File: src/rtl/rae_pkg.sv
// Shared widths, energy bounds and the control type for the rolling average tracker.
// No dependencies.
`default_nettype none

package rae_pkg;

    localparam int SAMPLE_W = 24;
    localparam int ENERGY_W = 48;

    localparam logic [ENERGY_W-1:0] ENERGY_MAX = {1'b0, {(ENERGY_W-1){1'b1}}};
    localparam logic [ENERGY_W-1:0] ENERGY_MIN = {1'b1, {(ENERGY_W-1){1'b0}}};

    // command to the serial accumulator
    typedef struct packed {
        logic start;  // begin one update pass
        logic drop;   // window is full: take the oldest sample out of the sum
    } t_acc_cmd;

endpackage

`default_nettype wire

File: src/rtl/rolling_average_energy_tracker_top.sv
// Top level: sample ring, sequencing, serial accumulator, divider and output register.
// Depends on rae_pkg, rae_serial_acc and rae_divider.
//
//  channel | valid       | ready       | payload
//  --------+-------------+-------------+----------------------------------------------
//  input   | i_in_valid  | o_in_ready  | i_power_sample
//  output  | o_out_valid | i_out_ready | o_average_power, o_energy_total, o_samples_held
//
// Only one word is in flight: it passes the ring read, the launch, the bit-serial adder, the
// divider with its sign fix and the output load. A new word is taken only in the idle state
// after that load, so the next word waits until the previous result is in the output register.
// Reset is synchronous, active low, and clears sum, energy, fill count and position.
// A finished result waits in the output register; the next word is taken meanwhile
// and holds before its own load until the output register is free.
`default_nettype none

module rolling_average_energy_tracker_top
    import rae_pkg::*;
#(
    parameter int WINDOW = 5
) (
    input  wire logic                                i_clk,
    input  wire logic                                i_rst_n,
    input  wire logic                                i_in_valid,
    output logic                                     o_in_ready,
    input  wire logic signed [SAMPLE_W-1:0]          i_power_sample,
    output logic                                     o_out_valid,
    input  wire logic                                i_out_ready,
    output logic signed      [SAMPLE_W-1:0]          o_average_power,
    output logic signed      [ENERGY_W-1:0]          o_energy_total,
    output logic             [$clog2(WINDOW+1)-1:0]  o_samples_held
);

    localparam int HELD_W = $clog2(WINDOW + 1);
    localparam int SUM_W  = SAMPLE_W + HELD_W;
    localparam int PTR_W  = (WINDOW > 1) ? $clog2(WINDOW) : 1;
    localparam logic [PTR_W-1:0]  PTR_LAST  = PTR_W'(WINDOW - 1);
    localparam logic [HELD_W-1:0] FILL_FULL = HELD_W'(WINDOW);

    typedef enum logic [2:0] {
        S_IDLE,
        S_READ,
        S_LAUNCH,
        S_ACC,
        S_DIV,
        S_HOLD
    } t_state;

    t_state              r_state;
    logic [SAMPLE_W-1:0] r_ring [WINDOW];
    logic [SAMPLE_W-1:0] r_sample;
    logic [SAMPLE_W-1:0] r_old;
    logic [PTR_W-1:0]    r_pos;
    logic [HELD_W-1:0]   r_fill;
    logic                r_drop;
    logic                r_out_valid;
    logic [SAMPLE_W-1:0] r_avg;
    logic [ENERGY_W-1:0] r_energy;
    logic [HELD_W-1:0]   r_held;

    t_acc_cmd            w_acc_cmd;
    logic [SUM_W-1:0]    w_sum;
    logic [ENERGY_W-1:0] w_energy;
    logic                w_acc_done;
    logic [SAMPLE_W-1:0] w_quot;
    logic                w_div_done;
    logic                w_out_free;

    assign w_out_free      = !r_out_valid || i_out_ready;
    assign w_acc_cmd.start = (r_state == S_LAUNCH);
    assign w_acc_cmd.drop  = r_drop;

    // read before write: r_old gets the word being replaced
    always_ff @(posedge i_clk) begin
        if (r_state == S_READ) begin
            r_ring[r_pos] <= r_sample;
            r_old         <= r_ring[r_pos];
        end
    end

    always_ff @(posedge i_clk) begin
        if (!i_rst_n) begin
            r_state     <= S_IDLE;
            r_pos       <= '0;
            r_fill      <= '0;
            r_drop      <= 1'b0;
            r_out_valid <= 1'b0;
        end else begin
            if (r_out_valid && i_out_ready) begin
                r_out_valid <= 1'b0;
            end
            case (r_state)
                S_IDLE: begin
                    if (i_in_valid) begin
                        r_sample <= i_power_sample;
                        r_state  <= S_READ;
                    end
                end
                S_READ: begin
                    r_drop <= (r_fill == FILL_FULL);
                    if (r_fill != FILL_FULL) begin
                        r_fill <= r_fill + HELD_W'(1);
                    end
                    r_pos   <= (r_pos == PTR_LAST) ? '0 : r_pos + PTR_W'(1);
                    r_state <= S_LAUNCH;
                end
                S_LAUNCH: begin
                    r_state <= S_ACC;
                end
                S_ACC: begin
                    if (w_acc_done) begin
                        r_state <= S_DIV;
                    end
                end
                S_DIV: begin
                    if (w_div_done) begin
                        r_state <= S_HOLD;
                    end
                end
                S_HOLD: begin
                    if (w_out_free) begin
                        r_avg       <= w_quot;
                        r_energy    <= w_energy;
                        r_held      <= r_fill;
                        r_out_valid <= 1'b1;
                        r_state     <= S_IDLE;
                    end
                end
                default: begin
                    r_state <= S_IDLE;
                end
            endcase
        end
    end

    rae_serial_acc #(
        .SUM_W (SUM_W)
    ) u_acc (
        .i_clk    (i_clk),
        .i_rst_n  (i_rst_n),
        .i_cmd    (w_acc_cmd),
        .i_sample (r_sample),
        .i_old    (r_old),
        .o_sum    (w_sum),
        .o_energy (w_energy),
        .o_done   (w_acc_done)
    );

    rae_divider #(
        .SUM_W  (SUM_W),
        .HELD_W (HELD_W)
    ) u_div (
        .i_clk      (i_clk),
        .i_rst_n    (i_rst_n),
        .i_start    (w_acc_done),
        .i_dividend (w_sum),
        .i_divisor  (r_fill),
        .o_quot     (w_quot),
        .o_done     (w_div_done)
    );

    assign o_in_ready      = (r_state == S_IDLE);
    assign o_out_valid     = r_out_valid;
    assign o_average_power = r_avg;
    assign o_energy_total  = r_energy;
    assign o_samples_held  = r_held;

endmodule

`default_nettype wire

File: src/rtl/rae_serial_acc.sv
// Bit-serial update of the window sum and the saturating energy accumulator.
// Depends on rae_pkg.
`default_nettype none

module rae_serial_acc
    import rae_pkg::*;
#(
    parameter int SUM_W = 27
) (
    input  wire logic                i_clk,
    input  wire logic                i_rst_n,
    input  wire t_acc_cmd            i_cmd,
    input  wire logic [SAMPLE_W-1:0] i_sample,
    input  wire logic [SAMPLE_W-1:0] i_old,
    output logic      [SUM_W-1:0]    o_sum,
    output logic      [ENERGY_W-1:0] o_energy,
    output logic                     o_done
);

    localparam int CNT_W = $clog2(ENERGY_W);
    localparam logic [CNT_W-1:0] CNT_LAST = CNT_W'(ENERGY_W - 1);
    localparam logic [CNT_W-1:0] CNT_SUM  = CNT_W'(SUM_W);

    logic [SUM_W-1:0]    r_sum;
    logic [ENERGY_W-1:0] r_energy;
    logic [SAMPLE_W-1:0] r_new;
    logic [SAMPLE_W-1:0] r_old;
    logic [CNT_W-1:0]    r_cnt;
    logic                r_busy;
    logic                r_done;
    logic                r_c_add;
    logic                r_c_sub;
    logic                r_c_en;
    logic                r_acc_sign;
    logic                r_smp_sign;

    logic w_t;
    logic w_s;
    logic w_e;
    logic w_ovf;
    logic n_c_add;
    logic n_c_sub;
    logic n_c_en;

    // sum + new, then + ~old with carry-in one: sum + new - old
    always_comb begin
        w_t     = r_sum[0] ^ r_new[0] ^ r_c_add;
        n_c_add = (r_sum[0] & r_new[0]) | (r_c_add & (r_sum[0] ^ r_new[0]));
        w_s     = w_t ^ ~r_old[0] ^ r_c_sub;
        n_c_sub = (w_t & ~r_old[0]) | (r_c_sub & (w_t ^ ~r_old[0]));
        w_e     = r_energy[0] ^ r_new[0] ^ r_c_en;
        n_c_en  = (r_energy[0] & r_new[0]) | (r_c_en & (r_energy[0] ^ r_new[0]));
        w_ovf   = (r_acc_sign == r_smp_sign) && (w_e != r_acc_sign);
    end

    always_ff @(posedge i_clk) begin
        if (!i_rst_n) begin
            r_sum    <= '0;
            r_energy <= '0;
            r_busy   <= 1'b0;
            r_done   <= 1'b0;
            r_cnt    <= '0;
        end else begin
            r_done <= 1'b0;
            if (i_cmd.start) begin
                r_new      <= i_sample;
                // a zero old word makes the subtraction a no-op
                r_old      <= i_cmd.drop ? i_old : '0;
                r_cnt      <= '0;
                r_busy     <= 1'b1;
                r_c_add    <= 1'b0;
                r_c_sub    <= 1'b1;
                r_c_en     <= 1'b0;
                r_acc_sign <= r_energy[ENERGY_W-1];
                r_smp_sign <= i_sample[SAMPLE_W-1];
            end else if (r_busy) begin
                // arithmetic shift keeps sign extension going past bit 23
                r_new   <= {r_new[SAMPLE_W-1], r_new[SAMPLE_W-1:1]};
                r_old   <= {r_old[SAMPLE_W-1], r_old[SAMPLE_W-1:1]};
                r_c_add <= n_c_add;
                r_c_sub <= n_c_sub;
                r_c_en  <= n_c_en;
                r_cnt   <= r_cnt + CNT_W'(1);
                if (r_cnt < CNT_SUM) begin
                    r_sum <= {w_s, r_sum[SUM_W-1:1]};
                end
                if (r_cnt == CNT_LAST) begin
                    r_busy <= 1'b0;
                    r_done <= 1'b1;
                    if (w_ovf) begin
                        r_energy <= r_acc_sign ? ENERGY_MIN : ENERGY_MAX;
                    end else begin
                        r_energy <= {w_e, r_energy[ENERGY_W-1:1]};
                    end
                end else begin
                    r_energy <= {w_e, r_energy[ENERGY_W-1:1]};
                end
            end
        end
    end

    assign o_sum    = r_sum;
    assign o_energy = r_energy;
    assign o_done   = r_done;

endmodule

`default_nettype wire

File: src/rtl/rae_divider.sv
// Restoring divider, one quotient bit per cycle, truncating toward zero.
// Depends on rae_pkg.
`default_nettype none

module rae_divider
    import rae_pkg::*;
#(
    parameter int SUM_W  = 27,
    parameter int HELD_W = 3
) (
    input  wire logic                i_clk,
    input  wire logic                i_rst_n,
    input  wire logic                i_start,
    input  wire logic [SUM_W-1:0]    i_dividend,
    input  wire logic [HELD_W-1:0]   i_divisor,
    output logic      [SAMPLE_W-1:0] o_quot,
    output logic                     o_done
);

    localparam int CNT_W = $clog2(SUM_W + 1);
    localparam logic [CNT_W-1:0] CNT_LAST = CNT_W'(SUM_W - 1);

    logic [SUM_W-1:0]    r_q;
    logic [HELD_W-1:0]   r_rem;
    logic [HELD_W-1:0]   r_div;
    logic [CNT_W-1:0]    r_cnt;
    logic                r_neg;
    logic                r_busy;
    logic                r_fin;
    logic                r_done;
    logic [SAMPLE_W-1:0] r_quot;

    logic [HELD_W:0]     w_rem_sh;
    logic [HELD_W:0]     w_diff;
    logic                w_qbit;
    logic [SUM_W-1:0]    w_abs;
    logic [SAMPLE_W-1:0] w_mag;

    always_comb begin
        w_rem_sh = {r_rem, r_q[SUM_W-1]};
        w_diff   = w_rem_sh - {1'b0, r_div};
        w_qbit   = (w_rem_sh >= {1'b0, r_div});
        w_abs    = i_dividend[SUM_W-1] ? (~i_dividend + SUM_W'(1)) : i_dividend;
        w_mag    = r_q[SAMPLE_W-1:0];
    end

    always_ff @(posedge i_clk) begin
        if (!i_rst_n) begin
            r_busy <= 1'b0;
            r_fin  <= 1'b0;
            r_done <= 1'b0;
            r_cnt  <= '0;
        end else begin
            r_done <= 1'b0;
            if (i_start) begin
                r_q    <= w_abs;
                r_rem  <= '0;
                r_div  <= i_divisor;
                r_neg  <= i_dividend[SUM_W-1];
                r_cnt  <= '0;
                r_busy <= 1'b1;
            end else if (r_busy) begin
                r_q   <= {r_q[SUM_W-2:0], w_qbit};
                r_rem <= w_qbit ? w_diff[HELD_W-1:0] : w_rem_sh[HELD_W-1:0];
                r_cnt <= r_cnt + CNT_W'(1);
                if (r_cnt == CNT_LAST) begin
                    r_busy <= 1'b0;
                    r_fin  <= 1'b1;
                end
            end else if (r_fin) begin
                // restore the sign of the dividend
                r_quot <= r_neg ? (~w_mag + SAMPLE_W'(1)) : w_mag;
                r_fin  <= 1'b0;
                r_done <= 1'b1;
            end
        end
    end

    assign o_quot = r_quot;
    assign o_done = r_done;

endmodule

`default_nettype wire
File: config.mk
export PLATFORM = sky130hd
export DESIGN_NAME = rolling_average_energy_tracker_top
export DESIGN_NICKNAME = d
export VERILOG_FILES = /design/src/rtl/rae_pkg.sv /design/src/rtl/rolling_average_energy_tracker_top.sv /design/src/rtl/rae_serial_acc.sv /design/src/rtl/rae_divider.sv
export SDC_FILE = /design/constraint.sdc
export NUM_CORES = 1
export LEC_CHECK = 0
export ABC_AREA = 1
export BUFFER_PORTS_ARGS = -buffer_cell sky130_fd_sc_hd__buf_2
export CELL_PAD_IN_SITES_DETAIL_PLACEMENT = 1
export CELL_PAD_IN_SITES_GLOBAL_PLACEMENT = 2
export CORE_MARGIN = 4
export CORE_UTILIZATION = 40
export DETAILED_ROUTE_END_ITERATION = 10
export PLACE_DENSITY_LB_ADDON = 0.25
export SYNTH_ARGS = -nofsm -noshare
export SYNTH_HDL_FRONTEND = slang
export SYNTH_SLANG_ARGS = --single-unit
File: constraint.sdc
create_clock -name i_clk -period 5.58 [get_ports i_clk]
set_input_delay 0.279 -clock i_clk [delete_from_list [all_inputs] [get_ports i_clk]]
set_output_delay 0.279 -clock i_clk [all_outputs]
set_load 0.05 [all_outputs]
Yosys cells after proc, flatten, opt, wreduce, memory -nomap -nowiden. Memories as Yosys holds them, arrays and structs flattened. A register that Yosys moved wholly into a read port is not among the register bits. Index checks and enable logic that the tools add are counted. Widths: inputs -> output; s select.

Word-level logic and storage cells: 143. Memories kept: 1. Output and inout bits: 77. Bits of input ports: 28. Flip-flop bits (word level): 312. RAM bits: 120.

Memories: r_ring (words 5, width 24, rd ports 1, clocked after Yosys merged registers in 1, wr ports 1, RTL line rolling_average_energy_tracker_top.sv:50) `logic [SAMPLE_W-1:0] r_ring [WINDOW];`.

Muxes and demuxes: 38. Equality and inequality tests: 17. Bitwise gates (word level): 23. Reduce and logical (&&, ||, !) cells: 23. $add $sub $neg: 7. Magnitude comparators: 2.

Operators by type and width (count): $mux 48 (3); $mux 24 (4); $mux 27 (3); $mux 23 (2); $add 27x1->27 const B (1); $not 27->27 (1); $add 24x1->24 const B (1); $not 24->24 (1); $mux 3 (7); $mux 1 (18); $pmux 3 s6 (1); $reduce_and 2->1 (7); $eq 3x3->1 const B (4); $reduce_and 3->1 (3); $reduce_and 4->1 (2); $add 3x1->3 const B (2); $add 6x1->6 const B (1); $and 1x1->1 (6); $eq 3x2->1 const B (2); $eq 6x6->1 const B (1); $lt 6x5->1 const B (1); $ne 2x2->1 const B (3); $not 1->1 (6); $reduce_or 3->1 (2); 17 further kinds (28).

Logic depth before layout (Yosys ltp). Gate-level depths: netlist (run 1).

Depth in word-level cells: 6. Depth in mapped cells: 10.

By module. From an unflattened synthesis (run 1), not the netlist that was laid out.

Cells, all modules: 1675. Area total of the unflattened synthesis: 18383.9 µm².

By module, submodules not included: rolling_average_energy_tracker_top (instances 1, area each 8730.9 µm², cells each 497); rae_serial_acc (instances 1, area each 5730.5 µm², cells each 710); rae_divider (instances 1, area each 3922.5 µm², cells each 468).

Worst setup path before layout (run 1). Ideal clock, no wire load.

Path type: register -> register. Start point: register r_state[1]. End point: register u_acc.r_c_add (enable). Arrival time: 4.275 ns. Setup time: 0.523 ns. Required time: 5.057 ns. Path slack: 0.781 ns. Cell stages (with the launch flop): 5. Cells stage by stage: dfxtp_1 inv_2 nor3_4 inv_2 o21ai_0.

Longest elaborated chain between the ends: 3.

RTL lines: start: declaration (RTL line rolling_average_energy_tracker_top.sv:49) `t_state r_state;`; start signal: assignment (RTL line rolling_average_energy_tracker_top.sv:83) `r_state <= S_IDLE;`; start signal: assignment (RTL line rolling_average_energy_tracker_top.sv:96) `r_state <= S_READ;`; start signal: assignment (RTL line rolling_average_energy_tracker_top.sv:105) `r_state <= S_LAUNCH;`; $eq 3x2->1 (RTL line rolling_average_energy_tracker_top.sv:70) `assign w_acc_cmd.start = (r_state == S_LAUNCH);`; $reduce_bool 2->1 (no line); $reduce_and 2->1 (no line); end signal: assignment (RTL line rae_serial_acc.sv:80) `r_c_add <= n_c_add;`; end: declaration (RTL line rae_serial_acc.sv:31) `logic r_c_add;`.

No other way between the ends. A chain may end at the register's enable or synchronous reset.

Final worst setup path (run 1).
Start point: register r_state[1]. End point: register u_acc.r_c_sub (enable).

Longest elaborated chain between the ends: 3.

RTL lines: $eq 3x2->1 (RTL line rolling_average_energy_tracker_top.sv:70); $reduce_bool 2->1 (no line); $reduce_and 2->1 (no line); end signal: assignment (RTL line rae_serial_acc.sv:81) `r_c_sub <= n_c_sub;`; end: declaration (RTL line rae_serial_acc.sv:32) `logic r_c_sub;`.

No other way between the ends.

==> flow_summary.ini, run 1 <==
[placement]
dpl.hpwl_mm = 25.4
dp.cells = 2336
place_congestion = 0.774
port_buffers = 104
placed_cell_area_sq_um = 19500
place_ws_ns = 2.85

[status]
status = finished clean

[layout]
final_cell_mix = nand2_1, edfxtp_1, nor2_1
syn2layout_area_growth_pct = 16.4
final_nets = 1855
mostFrequentLayoutCell = nand2_1
final_cells = 2444
final_util = 0.469
n_fill_cell = 4880
final_area_sq_um = 21200
diodes = 0
drive_gt1_frac = 0.113

[power]
p_int_mw = 7.00
p_total_mw = 10.3
leakage_nw = 8.24
combPwrFrac = 0.228
power_frac_seq = 0.467
swShare = 0.322
peakVddDrop_v = 0.000300
switchingPower_mw = 3.32
power_density_nw_per_um2 = 486
clkPwrFrac = 0.305

[clock_tree]
cts_tree = built
clkSinkCount = 456
cts-buffers-inserted = 49
clockRootBuffer = clkbuf_16
worstSkewPairLatency_ns = 0.59
cts_hold_buf = 24
cts_max_path_buffers = 3
clk_pin_slew_worst_paths_ns = 0.06
post_cts_resized = 0
post_cts_buffers = 0
htree_num_levels = 2

[global_routing]
grt_pass1_wl_mm = 67.2
antenna_found_initial = 0
grt_pass1_vias = 12700
grt_overflow = 0
grt_max_degree = 97
grt_use_total = 0.166

[hold_path]
hold_path_class = input port to flop

[critical_path]
required_ns = 5.82
crit_arrival_ns = 2.93
end_kind = flop
critPathLaunchType = flop
path_max_fanout = 53
path_class = flop to flop

[logic_synthesis]
syn_inst = 1683
syn_nets = 1727
syn-cell-area_sq_um = 18300
synth-seq-cells = 456
ys_seq_area_frac = 0.694
yosysWarnings = 0
yosysUniqueCellTypes = 36
syn_avg_cell_area_sq_um = 10.8

[floorplanning]
start_util = 0.403
fp.dieArea_sq_um = 49100
die_w_microns = 222
die_h_microns = 222
fp-row-count = 78
ioPinCount = 105
core_sq_um = 45300

[timing]
min_period_ns = 2.68
clock-skew-final_ns = 0.0220
finalHoldViolations = 0
slew_viol_final = 0
timing.hold.ws_ns = 0.0440
relSlewSlack = 0.273
fin_ws_ns = 2.90
fin_crit_sh = 0.481
fmax_ghz = 0.373
worst_slew_pin_slew_ns = 1.09
rsz0062_at_grt = no
tns_ns = 0
setup_viol = 0

[drt]
drt_iter0_drc = 770
wl_mm = 40.9
vias = 12100
antenna_left = 0
drc = 0
viasPerCell = 4.96
wl_per_cell_microns = 16.7
drt_first_pass_iters = 4

[run]
max-cap-violations = 0
## layer usage
layer  track usage  routed length (microns)  vias to the layer above
met3        0.0250                     1260                       69
met2         0.291                    20500                      165
met1         0.214                    18200                     5896
li1              -                        -                     5983
met4        0.0516                     1050                        0
met5             0                        0                        -
## critical path, cell delays in order (launching register included)
cell and delay, ns:
dfxtp_1 0.46, inv_2 0.11, nor3_4 0.14, inv_2 0.36, o21ai_4 0.76, buf_4 0.46
## power groups by stage
stage                     clock network (mW)  registers (mW)  logic (mW)
final                                   3.15            4.83        2.36
after global routing                    3.38            4.90        2.72
after CTS                               3.25            4.83        2.41
after detailed placement                   0            4.90        2.39
after global placement                     0            4.88        2.29
after floorplan                            0            4.87        1.65
## synthesized netlist by cell type, drive strengths merged
cell type | instances | area share
nor3 | 10 | 0.0039
fa | 4 | 0.0044
dfxtp | 102 | 0.11
a21oi | 45 | 0.012
o22ai | 1 | 0.00034
nor4 | 2 | 0.00069
nor2 | 187 | 0.039
a211oi | 1 | 0.00041
ha | 12 | 0.0082
edfxtp | 354 | 0.58
or2 | 3 | 0.0010
nand4 | 39 | 0.013
buf | 25 | 0.0063
nand2 | 414 | 0.085
o31ai | 3 | 0.0012
nor3b | 5 | 0.0021
o21ai | 81 | 0.022
xor2 | 20 | 0.0096
clkbuf | 49 | 0.010
and2 | 1 | 0.00034
clkinv | 3 | 0.00062
a32o | 6 | 0.0033
nand3b | 2 | 0.00082
inv | 138 | 0.028
a22oi | 18 | 0.0074
xnor2 | 7 | 0.0034
o211ai | 1 | 0.00041
nand3 | 147 | 0.040
a31oi | 3 | 0.0010
## final timing paths
kind,start,endpoint,slack (ns),depth (start not counted)
worst max-delay path,r_state[1],u_acc.r_c_sub,2.90,5
worst min-delay path,i_out_ready,o_out_valid,0.04,4
worst max register to register,r_state[1],u_acc.r_c_sub,2.90,5
worst min register to register,u_div.o_quot[4],o_average_power[4],0.42,0
## state kept, by name, summed over array words and instances (netlist names), 5 cells and up
| signal | flops |
|---|---|
| u_div.r_q | 27 |
| u_acc.r_cnt | 6 |
| u_div.r_cnt | 5 |
| r_old | 24 |
| u_acc.o_sum | 27 |
| r_sample | 24 |
| u_div.o_quot | 24 |
| r_ring | 120 |
| o_energy_total | 48 |
| o_average_power | 24 |
| u_acc.r_old | 24 |
| u_acc.r_new | 24 |
| u_acc.o_energy | 48 |
## final cells by class
cell class / instances / area (sq um) / area share
Inverter: 141 / 529 / 0.0249
Tap cell: 600 / 751 / 0.0353
Multi-Input combinational cell: 1012 / 4820 / 0.227
Sequential cell: 456 / 12700 / 0.596
Clock buffer: 61 / 1280 / 0.0603
Timing Repair Buffer: 151 / 933 / 0.0439
Clock inverter: 23 / 255 / 0.0120
## cell families after synthesis
| group | synth area share |
|---|---|
| buffers and inverters | 0.0454 |
| adders and majority gates | 0.0126 |
| AOI/OAI and AO/OA | 0.0487 |
| xor gates and xnor gates | 0.0130 |
| and+or+nand+nor | 0.186 |
| DFF | 0.694 |
(Power assumes the default switching activity.)
==> run 2: changes to the inputs <==
--- a/config.mk
+++ b/config.mk
@@ -5,12 +5,12 @@
 export SDC_FILE = /design/constraint.sdc
 export NUM_CORES = 1
 export LEC_CHECK = 0
-export ABC_AREA = 1
+export ABC_AREA = 0
 export BUFFER_PORTS_ARGS = -buffer_cell sky130_fd_sc_hd__buf_2
 export CELL_PAD_IN_SITES_DETAIL_PLACEMENT = 1
 export CELL_PAD_IN_SITES_GLOBAL_PLACEMENT = 2
 export CORE_MARGIN = 4
-export CORE_UTILIZATION = 40
+export CORE_UTILIZATION = 43
 export DETAILED_ROUTE_END_ITERATION = 10
 export PLACE_DENSITY_LB_ADDON = 0.25
 export SYNTH_ARGS = -nofsm -noshare
==> constraint.sdc (replaced) <==
create_clock -name i_clk -period 2.75 [get_ports i_clk]
set_input_delay 0.1375 -clock i_clk [delete_from_list [all_inputs] [get_ports i_clk]]
set_output_delay 0.1375 -clock i_clk [all_outputs]
set_load 0.05 [all_outputs]
==> run 2 against run 1 <==
Compared with the run above: die area is 8.8% lower; largest cell class unchanged; maximum frequency is 4.2% higher; worst hold slack better by 0.014 ns; sequential share of layout area is 0.38 points higher; largest power group unchanged; combinational power is 71% lower.
==> flow_summary.ini, run 2 <==
[logic_synthesis]
synth-seq-cells = 456
syn_nets = 1359
ys_seq_area_frac = 0.711
synth_flop_cell = edfxtp_1
synth_area_leaders = edfxtp_1, dfxtp_1, nand2_1
synth_top_cell_by_area = edfxtp_1
yosysMostFrequentCell = edfxtp_1
syn_avg_cell_area_sq_um = 13.6
syn_inst = 1315
netlist_top_cells_count = edfxtp_1, nand2_1, nor2_1
async_flop_share = 0
synth_top_area_frac = 0.596
yosysWarnings = 0
yosysUniqueCellTypes = 58
synth_edf_count = 354
syn-cell-area_sq_um = 17800

[hold_path]
hold_path_class = input port to flop

[timing]
fin_ws_ns = 0.176
setup_viol = 0
relSlewSlack = 0.245
tns_ns = 0
rsz0062_at_grt = no
fmax_ghz = 0.388
clock-skew-final_ns = 0.0131
slew_viol_final = 0
worst_slew_pin_slew_ns = 1.13
min_period_ns = 2.57
finalHoldViolations = 0
fin_crit_sh = 0.936
timing.hold.ws_ns = 0.0585

[floorplanning]
ioPinCount = 105
core_sq_um = 40900
fp.dieArea_sq_um = 44800
die_w_microns = 212
start_util = 0.436
fp-row-count = 74
die_h_microns = 212

[layout]
largest-register = r_ring
drive_gt1_frac = 0.172
final_cell_mix = edfxtp_1, nand2_1, nor2_1
largest_reg_flops = 120
final_nets = 1507
seqCellArea_sq_um = 12700
n_fill_cell = 4055
mostFrequentLayoutCell = edfxtp_1
final_util = 0.516
multiInputGateArea_sq_um = 4900
syn2layout_area_growth_pct = 18.4

[critical_path]
path_max_fanout = 47
critPathLaunchType = flop
required_ns = 3.24
path_class = flop to flop
end_kind = flop
crit_arrival_ns = 3.07

[drt]
met3_length_mm = 1.44
vias = 10700
wl_met1_mm = 16.6
wl_mm = 38.1
wl_per_cell_microns = 18.7
drc = 0
antenna_left = 0
wl_met2_mm = 19.3
drt_first_pass_iters = 4
viasPerCell = 5.25
top_layer = met4
drt_iter0_drc = 570

[placement]
place_congestion = 0.765
dpl.hpwl_mm = 23.7
port_buffers = 104
place_ws_ns = 0.218

[clock_tree]
cts_tree = built
worstSkewPairLatency_ns = 0.57
clockRootBuffer = clkbuf_16
clkSinkCount = 456
htree_num_levels = 2
post_cts_resized = 0
post_cts_buffers = 0
cts_max_path_buffers = 3
clk_pin_slew_worst_paths_ns = 0.06
cts-buffers-inserted = 49

[global_routing]
grt_use_total = 0.172
grt_pass1_vias = 11500
antenna_found_initial = 1
grt_overflow = 0
grt_pass1_wl_mm = 62.0
grt_max_degree = 51

[status]
status = finished clean

[power]
leakage_nw = 7.51
power_density_nw_per_um2 = 709
peakVddDrop_v = 0.000588

[run]
max-cap-violations = 0
==> run 2: cell types whose count changed in the layout (fill, tap and decap cells not counted), moves of 33 or more <==
cell	before	now
inv_1	134	23
nand4_1	39	6
o21ai_0	76	36
mux2i_1	0	48
nor2_1	180	117
nand2_1	414	153
nor2b_1	0	42
o2bb2ai_1	0	47
nand3_1	147	37
==> run 2: per-layer routing <==
metal / GRT usage / vias to the layer above
met2: 0.301 / 155
met1: 0.222 / 5333
met5: 0 / -
met4: 0.0506 / 0
li1: - / 5132
met3: 0.0271 / 57
==> run 2: power by group <==
group | internal (mW) | switching [mW] | total, mW
Combinational | 0.244 | 0.442 | 0.685
Clock | 3.97 | 2.64 | 6.61
Sequential | 7.60 | 0.0809 | 7.68
Total | 11.8 | 3.16 | 15.0
==> run 2: final cells by class <==
cell class / instances / share of cell area
Inverter: 24 / 0.00427
Tap cell: 532 / 0.0315
Clock buffer: 70 / 0.0672
Timing Repair Buffer: 173 / 0.0542
Sequential cell: 456 / 0.600
Clock inverter: 20 / 0.0104
Antenna cell: 1 / 0.000119
Multi-Input combinational cell: 759 / 0.232
==> run 2: path summary, 6_finish.rpt <==
path                          from             endpoint  slack, ns  cells past startpoint
setup reg to reg      u_acc.r_c_en   u_acc.o_energy[41]       0.18                      6
setup / recovery      u_acc.r_c_en   u_acc.o_energy[41]       0.18                      6
hold / removal         i_out_ready           r_state[0]       0.06                      4
hold reg to reg   u_div.o_quot[18]  o_average_power[18]       0.42                      0
==> run 2: cell families (layout without fill, tap and decap cells) <==
logic type	after synthesis	count (layout)	synth area share
AOI/OAI and AO/OA	199	199	0.0772
xor gates and xnor gates	43	43	0.0211
adders and majority gates	16	16	0.0129
buffers and inverters	100	287	0.0220
DFF	456	456	0.711
muxes	60	60	0.0383
other	0	1	0
and+or+nand+nor	441	441	0.118
==> run 2: timing repair <==
action | 4_1_cts | 5_1_grt
hold buffers | 27 | 0
endpoints found under the hold margin | 26 | 0
setup endpoints to repair | 0 | 0
==> run 2: stage by stage <==
step	std cells	instance area, sq um	total power, mW
CTS	2034	21100	15.2
global route	2035	21100	15.6
floorplan	1315	17900	8.23
detailed placement	1917	19200	8.50
global placement	1917	19200	8.47
finish	2035	21100	15.0
==> run 2: worst max-delay path, stage by stage, from the launching register on <==
cell and delay [ns]:
edfxtp_1 0.39, fa_1 0.60, or3b_2 0.48, a2111oi_2 0.48
buf_12 0.27, nor2_1 0.08, o2bb2ai_1 0.15
